**src/adpcm_pkg.sv**
```systemverilog
// adpcm_pkg: shared types, constants and filter coefficient tables for the
// adpcm block decoder. No dependencies; used by every module under src.
`default_nettype none

package adpcm_pkg;

  localparam int unsigned SamplesPerBlock = 28;
  localparam int unsigned IdxW = 5;
  localparam int unsigned AccW = 25;
  localparam int unsigned CoefW = 8;

  localparam logic [3:0] PosHeader = 4'd0;
  localparam logic [3:0] PosFlags = 4'd1;
  localparam logic [3:0] PosFirstData = 4'd2;
  localparam logic [IdxW-1:0] LastSampleIdx = IdxW'(SamplesPerBlock - 1);

  localparam int unsigned FlagLoopEnd = 0;
  localparam int unsigned FlagLoopStart = 2;

  typedef enum logic [3:0] {
    ST_IDLE   = 4'b0001,
    ST_MUL_A  = 4'b0010,
    ST_MUL_B  = 4'b0100,
    ST_FINISH = 4'b1000
  } state_t;

  // controls for the shared multiply-accumulate unit
  typedef struct packed {
    logic load;
    logic accumulate;
  } mac_op_t;

  function automatic logic signed [CoefW-1:0] coef_a(input logic [3:0] sel);
    logic signed [CoefW-1:0] c;
    case (sel)
      4'd1:    c = 8'sd60;
      4'd2:    c = 8'sd115;
      4'd3:    c = 8'sd98;
      4'd4:    c = 8'sd122;
      default: c = 8'sd0;
    endcase
    return c;
  endfunction

  function automatic logic signed [CoefW-1:0] coef_b(input logic [3:0] sel);
    logic signed [CoefW-1:0] c;
    case (sel)
      4'd2:    c = -8'sd52;
      4'd3:    c = -8'sd55;
      4'd4:    c = -8'sd60;
      default: c = 8'sd0;
    endcase
    return c;
  endfunction

endpackage

`default_nettype wire

```
**src/adpcm_mac.sv**
```systemverilog
// adpcm_mac: shared signed multiply-accumulate unit, one product per cycle.
// Depends on adpcm_pkg for widths and the mac_op_t control struct.
`default_nettype none

module adpcm_mac (
  input  wire logic                                    clk,
  input  wire adpcm_pkg::mac_op_t                      op,
  input  wire logic signed [15:0]                      hist,
  input  wire logic signed [adpcm_pkg::CoefW-1:0]      coef,
  output logic signed [adpcm_pkg::AccW-1:0]            acc
);

  logic signed [15+adpcm_pkg::CoefW:0] product;
  logic signed [adpcm_pkg::AccW-1:0]   product_ext;

  assign product = hist * coef;
  assign product_ext = adpcm_pkg::AccW'(product);

  always_ff @(posedge clk) begin
    if (op.load) begin
      acc <= product_ext;
    end else if (op.accumulate) begin
      acc <= acc + product_ext;
    end
  end

endmodule

`default_nettype wire

```
**src/adpcm_sample.sv**
```systemverilog
// adpcm_sample: scales a nibble by the block shift, adds the prediction and
// saturates to 16 bits. Combinational; depends on adpcm_pkg for widths.
`default_nettype none

module adpcm_sample (
  input  wire logic [3:0]                         nibble,
  input  wire logic [3:0]                         shift,
  input  wire logic signed [adpcm_pkg::AccW-1:0]  acc,
  output logic signed [15:0]                      sample
);

  logic signed [15:0]                  nib_term;
  logic signed [adpcm_pkg::AccW-7:0]   pred;
  logic signed [19:0]                  sum;

  always_comb begin
    nib_term = $signed({nibble, 12'h000}) >>> shift;
    // dropping the low six bits gives the floor of the prediction
    pred = $signed(acc[adpcm_pkg::AccW-1:6]);
    sum = 20'(nib_term) + 20'(pred);
    if (sum > 20'sd32767) begin
      sample = 16'sh7fff;
    end else if (sum < -20'sd32768) begin
      sample = -16'sh8000;
    end else begin
      sample = sum[15:0];
    end
  end

endmodule

`default_nettype wire

```
**src/adpcm_block_decoder.sv**
```systemverilog
// adpcm_block_decoder: top level with the byte sequencer, filter history and
// output register. Depends on adpcm_pkg, adpcm_mac and adpcm_sample.
`default_nettype none

// Takes a 16-byte block one byte per request: a header byte (filter, shift),
// a flag byte (loop start, loop end) and 14 data bytes that each give two
// samples, low nibble first. Header and flag bytes leave the input ready for
// the next byte and give no output. A data byte keeps the input stalled after
// its request until both nibbles are done: each nibble passes ST_MUL_A and
// ST_MUL_B in the single shared multiplier (newest and older history terms),
// then ST_FINISH to scale, add and saturate, where it waits on m_axis_tready
// while the output register is full. The filter history carries across blocks; block_done travels
// as m_axis_tlast.
module adpcm_block_decoder (
  input  wire logic        clk,
  input  wire logic        rst,
  input  wire logic        s_axis_tvalid,
  output logic             s_axis_tready,
  // [7:0] data_byte, [23:8] block_addr
  input  wire logic [23:0] s_axis_tdata,
  output logic             m_axis_tvalid,
  input  wire logic        m_axis_tready,
  // [15:0] sample, [20:16] sample_index, [21] last_of_byte, [22] jump_taken,
  // [38:23] jump_addr, [39] zero
  output logic [39:0]      m_axis_tdata,
  // block_done
  output logic             m_axis_tlast
);

  adpcm_pkg::state_t state;
  logic [3:0]  byte_position;
  logic [3:0]  cur_pos;
  logic [7:0]  cur_byte;
  logic        half;
  logic [3:0]  filter_select;
  logic [3:0]  shift_amount;
  logic        end_flag;
  logic [15:0] history_newest;
  logic [15:0] history_older;
  logic [15:0] repeat_address;

  logic [15:0]                    out_sample;
  logic [adpcm_pkg::IdxW-1:0]     out_index;
  logic                           out_last_of_byte;
  logic                           out_done;
  logic                           out_jump;
  logic [15:0]                    out_jump_addr;

  adpcm_pkg::mac_op_t                     mac_op;
  logic signed [15:0]                     mac_hist;
  logic signed [adpcm_pkg::CoefW-1:0]     mac_coef;
  logic signed [adpcm_pkg::AccW-1:0]      acc;
  logic [3:0]                             nibble;
  logic signed [15:0]                     new_sample;
  logic [3:0]                             pos_m2;
  logic [adpcm_pkg::IdxW-1:0]             sample_idx;
  logic                                   idx_done;
  logic                                   out_free;
  logic                                   in_req;
  logic [7:0]                             in_byte;
  logic [15:0]                            in_addr;

  assign in_byte = s_axis_tdata[7:0];
  assign in_addr = s_axis_tdata[23:8];
  assign s_axis_tready = (state == adpcm_pkg::ST_IDLE);
  assign in_req = s_axis_tvalid && s_axis_tready;
  assign out_free = !m_axis_tvalid || m_axis_tready;

  always_comb begin
    mac_op = '0;
    mac_hist = $signed(history_newest);
    mac_coef = adpcm_pkg::coef_a(filter_select);
    if (state == adpcm_pkg::ST_MUL_A) begin
      mac_op.load = 1'b1;
    end else if (state == adpcm_pkg::ST_MUL_B) begin
      mac_op.accumulate = 1'b1;
      mac_hist = $signed(history_older);
      mac_coef = adpcm_pkg::coef_b(filter_select);
    end
  end

  adpcm_mac u_mac (
    .clk  (clk),
    .op   (mac_op),
    .hist (mac_hist),
    .coef (mac_coef),
    .acc  (acc)
  );

  assign nibble = half ? cur_byte[7:4] : cur_byte[3:0];

  adpcm_sample u_sample (
    .nibble (nibble),
    .shift  (shift_amount),
    .acc    (acc),
    .sample (new_sample)
  );

  assign pos_m2 = cur_pos - adpcm_pkg::PosFirstData;
  assign sample_idx = {pos_m2, half};
  assign idx_done = (sample_idx == adpcm_pkg::LastSampleIdx);

  // sequencer and block state
  always_ff @(posedge clk) begin
    if (rst) begin
      state <= adpcm_pkg::ST_IDLE;
      byte_position <= '0;
      filter_select <= '0;
      shift_amount <= '0;
      end_flag <= 1'b0;
      history_newest <= '0;
      history_older <= '0;
      repeat_address <= 16'd512;
      half <= 1'b0;
    end else begin
      unique case (state)
        adpcm_pkg::ST_IDLE: begin
          if (in_req) begin
            byte_position <= byte_position + 4'd1;
            if (byte_position == adpcm_pkg::PosHeader) begin
              filter_select <= in_byte[7:4];
              shift_amount <= in_byte[3:0];
            end else if (byte_position == adpcm_pkg::PosFlags) begin
              if (in_byte[adpcm_pkg::FlagLoopStart]) begin
                repeat_address <= in_addr;
              end
              end_flag <= in_byte[adpcm_pkg::FlagLoopEnd];
            end else begin
              half <= 1'b0;
              state <= adpcm_pkg::ST_MUL_A;
            end
          end
        end
        adpcm_pkg::ST_MUL_A: begin
          state <= adpcm_pkg::ST_MUL_B;
        end
        adpcm_pkg::ST_MUL_B: begin
          state <= adpcm_pkg::ST_FINISH;
        end
        adpcm_pkg::ST_FINISH: begin
          // hold here until the output register can take the sample
          if (out_free) begin
            history_older <= history_newest;
            history_newest <= new_sample;
            half <= 1'b1;
            state <= half ? adpcm_pkg::ST_IDLE : adpcm_pkg::ST_MUL_A;
          end
        end
        default: state <= adpcm_pkg::ST_IDLE;
      endcase
    end
  end

  always_ff @(posedge clk) begin
    if (in_req) begin
      cur_byte <= in_byte;
      cur_pos <= byte_position;
    end
  end

  // output register
  always_ff @(posedge clk) begin
    if (rst) begin
      m_axis_tvalid <= 1'b0;
    end else if (state == adpcm_pkg::ST_FINISH && out_free) begin
      m_axis_tvalid <= 1'b1;
    end else if (m_axis_tready) begin
      m_axis_tvalid <= 1'b0;
    end
  end

  always_ff @(posedge clk) begin
    if (state == adpcm_pkg::ST_FINISH && out_free) begin
      out_sample <= new_sample;
      out_index <= sample_idx;
      out_last_of_byte <= half;
      out_done <= idx_done;
      out_jump <= idx_done && end_flag;
      out_jump_addr <= (idx_done && end_flag) ? repeat_address : 16'd0;
    end
  end

  assign m_axis_tdata = {1'b0, out_jump_addr, out_jump, out_last_of_byte, out_index, out_sample};
  assign m_axis_tlast = out_done;

endmodule

`default_nettype wire

```
**config.mk**
```make
export PLATFORM = sky130hd
export DESIGN_NAME = adpcm_block_decoder
export DESIGN_NICKNAME = d
export VERILOG_FILES = /design/src/adpcm_pkg.sv /design/src/adpcm_mac.sv /design/src/adpcm_sample.sv /design/src/adpcm_block_decoder.sv
export SDC_FILE = /design/constraint.sdc
export NUM_CORES = 1
export LEC_CHECK = 0
export BUFFER_PORTS_ARGS = -buffer_cell sky130_fd_sc_hd__buf_4
export CELL_PAD_IN_SITES_DETAIL_PLACEMENT = 1
export CELL_PAD_IN_SITES_GLOBAL_PLACEMENT = 2
export CORE_MARGIN = 10
export CORE_UTILIZATION = 36
export DETAILED_ROUTE_END_ITERATION = 6
export PLACE_DENSITY = 0.77
export SYNTH_ARGS = -nofsm -noshare
export SYNTH_HDL_FRONTEND = slang
export SYNTH_HIERARCHICAL = 1
export SYNTH_SLANG_ARGS = --single-unit
```
**constraint.sdc**
```tcl
create_clock -name clk -period 7.5 [get_ports clk]
set_input_delay 0.75 -clock clk [delete_from_list [all_inputs] [get_ports clk]]
set_output_delay 0.75 -clock clk [all_outputs]
set_load 0.01 [all_outputs]
```
Yosys cells after proc, flatten, opt, wreduce, memory -nomap -nowiden

Cells that the tools add are included.
W data, S select, Z words.

Bits in writable memories: 0
Memories kept: 0
ROM bits: 0
Register bits: 144
Latch bits: 0
Input port bits: 28

Bitwise logic cells: 1
Add/subtract/negate cells: 4
Div/mod/pow operators: 0
Reduce and logical (&&, ||, !) cells: 16
Equal/unequal tests: 14
Multipliers: 1
Multiplexer cells: 27
Shift operators: 1
Magnitude comparators: 2

Operators by type and width:

| kind                   | count |
|---|---|
| $mux W16               | 4 |
| $mux W25               | 2 |
| $pmux W7 S4            | 1 |
| $add A25 B24 Y25       | 1 |
| $mul A16 B8 Y24        | 1 |
| $pmux W8 S3            | 1 |
| $add A16 B19 Y20       | 1 |
| $gt A20 B16 Y1 const B | 1 |
| $lt A20 B16 Y1 const B | 1 |
| $mux W4                | 5 |
| $mux W8                | 2 |
| $pmux W4 S4            | 1 |
| $sshr A16 B4 Y16       | 1 |
| $eq A4 B1 Y1 const B   | 3 |
| $eq A4 B2 Y1 const B   | 3 |
| $reduce_and A5 Y1      | 2 |
| $mux W1                | 9 |
| $eq A4 B3 Y1 const B   | 2 |
| $reduce_and A4 Y1      | 2 |
| $ne A2 B2 Y1 const B   | 3 |
| $reduce_bool A2 Y1     | 3 |
| $eq A5 B5 Y1 const B   | 1 |
| $add A4 B1 Y4 const B  | 1 |
| $eq A4 B4 Y1 const B   | 1 |
| 11 further kinds       | 14 |

Longest topological paths before layout

Depth in word-level cells: 8
Depth in mapped cells: 34
Gate-level depth less buffers: 32

Hierarchy

Netlist, hierarchy kept.

Modules (own cells, without submodules):

| module              | cells an instance | times used | sequential area each (sq um) | area each (sq um) |
|---|---|---|---|---|
| adpcm_mac           | 766               | 1          | 750.7                        | 6,764.0 |
| adpcm_block_decoder | 436               | 1          | 2,872.8                      | 4,757.1 |
| adpcm_sample        | 232               | 1          | 0.0                          | 1,676.6 |

Least setup slack after synthesis

Ideal clock, no wire load.

Path kind: reg-to-reg
Start point: reg state[2]
End point: reg u_mac/acc[24] in the netlist's numbering (data pin)
Period minus slack after synthesis: 7,467 ps
Slack: 33 ps
Arrival: 7,202 ps
Setup time: 265 ps
Required time: 7,235 ps
Stages on the path, launching flop included: 34
Buffers on the path: 3
Path through: dfxtp_1 -> buf_2 -> nor4b_2 -> buf_2 -> xor2_1 -> nor3_1 -> clkbuf_1 -> and2_1 -> ha_1 -> fa_1 -> ha_1 -> inv_1 -> fa_1 -> inv_1 -> ha_1 -> fa_1 -> a21o_1 -> a21oi_2 -> o21bai_2 -> a2111oi_4 -> o31ai_2 -> a211oi_1 -> nor2_1 -> xor2_1 -> ha_1 -> inv_1 -> o21bai_1 -> a21o_1 -> a32o_1 -> a31o_2 -> o221ai_1 -> o21ai_0 -> mux2i_1 -> xnor2_1

Longest elaborated chain between the ends: 7

RTL lines:

| element                | RTL line                   | source |
|---|---|---|
| from (decl)            | adpcm_block_decoder.sv:30  | `adpcm_pkg::state_t state;` |
| from (signal assigned) | adpcm_block_decoder.sv:106 | `state <= adpcm_pkg::ST_IDLE;` |
| from (signal assigned) | adpcm_block_decoder.sv:130 | `state <= adpcm_pkg::ST_MUL_A;` |
| from (signal assigned) | adpcm_block_decoder.sv:135 | `state <= adpcm_pkg::ST_MUL_B;` |
| $eq A4 B3 Y1           | adpcm_block_decoder.sv:75  | `end else if (state == adpcm_pkg::ST_MUL_B) begin` |
| $mux W8                | adpcm_block_decoder.sv:75  |  |
| $mux W8 (*)            | adpcm_block_decoder.sv:73  | `if (state == adpcm_pkg::ST_MUL_A) begin` |
| net mac_coef, one bit  | adpcm_block_decoder.sv:51  | `logic signed [adpcm_pkg::CoefW-1:0] mac_coef;` |
| $mul A16 B8 Y24 (*)    | adpcm_mac.sv:16            | `assign product = hist * coef;` |
| $add A25 B24 Y25       | adpcm_mac.sv:23            | `acc <= acc + product_ext;` |
| $mux W25               | adpcm_mac.sv:22            | `end else if (op.accumulate) begin` |
| $mux W25 (*)           | adpcm_mac.sv:20            | `if (op.load) begin` |
| to (signal assigned)   | adpcm_mac.sv:21            | `acc <= product_ext;` |
| to (signal assigned)   | adpcm_mac.sv:23            |  |
| to (decl)              | adpcm_mac.sv:10            | `output logic signed [adpcm_pkg::AccW-1:0] acc` |

The timed path passes the listed nets; every way through them passes the cells marked *. The select of a mux whose other input is x is not followed.
A chain may end at the register's enable or synchronous reset.

Worst setup path in the final report

Start point: reg state[3]
End point: reg u_mac/acc[20] in the netlist's numbering (data pin)

The elaborated chain is that of the path after synthesis.

==> impl_metrics.yaml <==
yosys:
  yosys_warnings: 6
  ys_seq_area_share_pct: 27.5
  synth.net_count: 1662
  ys_ff_latch: 143
  synth_mux_area_share_pct: 4.73
  synth_top_family_by_area: "adder cells"
  synth_edf_count: 76
  synth_flop_cell: "edfxtp_1"
  synth_area_per_cell_um2: 9.20
  synth_compound_area_share_pct: 13.7
  syn_area_um2: 13200
  yosysTopAreaCell: "edfxtp_1"
  synth.area.top_cells: "edfxtp_1, fa_1, dfxtp_1"
  async_flop_share_pct: 0
  netlist_instances: 1434
  synth_xor_area_share_pct: 4.44
  synth_simple_gate_area_share_pct: 17.2
  synth-adder-area-share_pct: 24.9
  synth_top_area_share_pct: 17.3
  synth.distinct_cells: 86
floorplanning:
  dieArea_um2: 44700
  boundaryPins: 71
  die_x_um: 211
  core_um2: 36300
  start_util_pct: 36.3
  die_h_um: 211
  placementRows: 70
sta:
  grt_setup_unrepaired: "true"
  finalSetupViolCount: 0
  drv_slew: 0
  hold_viol: 0
  tightestPinTransition_ns: 1.04
  clock_skew_ns: 0.0161
  max_slew_margin_pct: 30.4
  finalCriticalPeriod_ns: 7.21
  fin_crit_sh_pct: 96.1
  clock.fmax_ghz: 0.139
placed_design:
  io_buffer_count: 69
  routabilityCongestion: 0.864
  hpwlAfterDp_mm: 29.3
  placed_area_um2: 14300
cells_and_area:
  fin_area_um2: 15200
  antennaDiodeCount: 0
  fin_nets: 1745
  fin_util_pct: 41.9
  area.growth.synth_to_final_pct: 15.3
  final_cell_mix: "inv_1, nand2_1, buf_4, fa_1, and2_1"
  drive_gt1_share_pct: 16.7
  final_common_cell: "inv_1"
grt:
  grt_use_total_pct: 16.4
  top_usage_layer: "met2"
  grt_pass1_vias: 10777
  use_met3_pct: 2.04
  grt-ovfl-total: 0
  grt_max_degree: 53
  met1_usage_pct: 20.8
  met2_usage_pct: 29.8
  antenna_found_initial: 0
  grt_pass1_wl_mm: 59.0
setup_path:
  cp_common_cell: "fa_1"
  worst-path-max-fanout: 7
  crit_arrival_ns: 7.40
  max_stage_delay_ns: 0.54
  cpMaxStageDelayCell: "fa_1"
  cp-end-kind: "register"
  worst-endpoint-required_ns: 7.69
  rr_endpoint: "u_mac/acc[20]"
  rrSetupSlack_ns: 0.29
  r2r-start: "state[3]"
  worstRegToRegCells: 32
  worstSetupPathType: "reg2reg"
  critPathLaunchType: "register"
clock_tree:
  cts-buffers-inserted: 17
  clk_path_buf_depth: 2
  cts_root_buf: "clkbuf_16"
  insertion_delay_ns: 0.43
  clock_sinks: 143
  cts_tree: "built"
  clk_pin_slew_ns: 0.07
  h-tree-depth: 4
hold_path:
  hold_depth: 2
  min-delay-start: "repeat_address[8]"
  hold_end: "repeat_address[8]"
  hold_class: "reg2reg"
routing:
  dr_total_vias: 10256
  post_drt_wl_per_cell_um: 18.5
  routed_wl_mm: 37.1
  drt_iter0_markers: 469
  post_drt_via_cell_ratio: 5.13
  antenna_left: 0
  drt-pass1-iter-count: 4
  drc: 0
power_and_ir_drop:
  leakagePower_nw: 6.93
  vdd_drop_max_v: 0.000164
  cellPowerDensity_nw_per_um2: 160
flow_run:
  drv_cap: 0
outcome:
  outcome: "complete, no violations"
-- worst max-delay path: cells and delay by family, from the launching register on --
family / cells / cell delay (ns)
fa+ha+maj: 6 / 2.72
compound gates: 10 / 1.95
buf+inv: 8 / 0.91
simple gates: 6 / 0.71
flops: 1 / 0.34
xor+xnor: 2 / 0.31
-- worst max path at each step --
stage | startpoint | to | slack [ns] | cells past startpoint
after detailed placement | state[3] | u_mac/acc[24] | -0.06 | 29
after global placement | state[3] | u_mac/acc[24] | 0.04 | 30
final | state[3] | u_mac/acc[20] | 0.29 | 32
after floorplan | state[2] | u_mac/acc[24] | 0.03 | 33
after CTS | state[3] | u_mac/acc[20] | 0.02 | 34
after global routing | state[3] | u_mac/acc[20] | -0.07 | 32
-- repair_timing --
action                     4_1_cts  5_1_grt
hold buffers                     0        0
pin swaps                        1       24
setup buffers                    2       14
setup endpoints to repair        4        9
cloned                           1        1
resized for setup                4       54
-- state kept, by name, summed over array words and instances, names as in the netlist --
register / flops
u_mac/acc: 25
history_newest: 16
history_older: 16
out_jump_addr: 16
out_sample: 16
repeat_address: 16
cur_byte: 8
out_index: 5
byte_position: 4
cur_pos: 4
filter_select: 4
shift_amount: 4
state: 4
end_flag: 1
half: 1
m_axis_tlast: 1
m_axis_tvalid: 1
out_jump: 1
-- power breakdown --
group	internal, W	total [W]	switching, W
Sequential	0.000870	0.000907	0.0000369
Combinational	0.000249	0.000678	0.000429
Clock	0.000458	0.000851	0.000394
Total	0.00158	0.00244	0.000860
-- kinds of logic after synthesis --
family | count (synthesis)
XOR/XNOR | 66
multiplexers | 59
adder cells (fa/ha/maj) | 200
other | 1
AND/OR/NAND/NOR | 457
AO/OA/AOI/OAI | 267
flip-flops | 143
buffers and inverters | 241
-- final cells by class --
class / count / area [um^2]
clock inverter: 13 / 115
tap: 468 / 586
timing repair buffer: 124 / 941
fill: 4212 / 21100
multi-input combinational: 1050 / 8820
clock buffer: 19 / 454
inverter: 181 / 679
sequential: 143 / 3620
-- Yosys cell counts, types with 3 or more instances --
| master | instances |
|---|---|
| a211oi_1 | 4 |
| a21o_1 | 24 |
| a21oi_1 | 102 |
| a21oi_2 | 5 |
| a31oi_1 | 4 |
| a41oi_1 | 3 |
| and2_1 | 100 |
| and3_1 | 23 |
| and4_1 | 3 |
| buf_1 | 3 |
| buf_2 | 6 |
| buf_4 | 4 |
| buf_6 | 7 |
| clkbuf_1 | 39 |
| dfxtp_1 | 67 |
| edfxtp_1 | 76 |
| fa_1 | 105 |
| ha_1 | 95 |
| inv_1 | 180 |
| mux2_2 | 27 |
| mux2i_1 | 32 |
| nand2_1 | 166 |
| nand2b_1 | 15 |
| nand3_1 | 14 |
| nand4_1 | 3 |
| nor2_1 | 85 |
| nor2b_1 | 10 |
| nor3_1 | 14 |
| nor3b_1 | 3 |
| nor4b_1 | 4 |
| o211a_1 | 4 |
| o211ai_1 | 8 |
| o21a_1 | 14 |
| o21ai_0 | 42 |
| o21ai_1 | 3 |
| o21ai_2 | 3 |
| o21bai_1 | 7 |
| o221ai_1 | 3 |
| o22ai_1 | 4 |
| o31ai_1 | 8 |
| or3_1 | 3 |
| xnor2_1 | 37 |
| xor2_1 | 28 |
-- per-layer routing --
layer	vias up	part of all wire, %
met5	-	0
met4	0	0.84
met3	22	2.2
met2	95	51
met1	5190	46
li1	4949	-
-- metrics by stage --
stage | setup TNS [ns] | setup WS, ns | hold slack, ns | total power, W | instances
2_1_floorplan | 0 | 0.0334 | 0.406 | 0.00139 | 1434
3_3_place_gp | 0 | 0.0392 | 0.428 | 0.00156 | 1948
3_5_place_dp | -0.0734 | -0.0587 | 0.440 | 0.00158 | 1948
4_1_cts | 0 | 0.0243 | 0.457 | 0.00244 | 1983
5_1_grt | -0.117 | -0.0664 | 0.476 | 0.00256 | 1998
6_report | 0 | 0.292 | 0.459 | 0.00244 | 1998
Power figures use the tool's default switching activity.
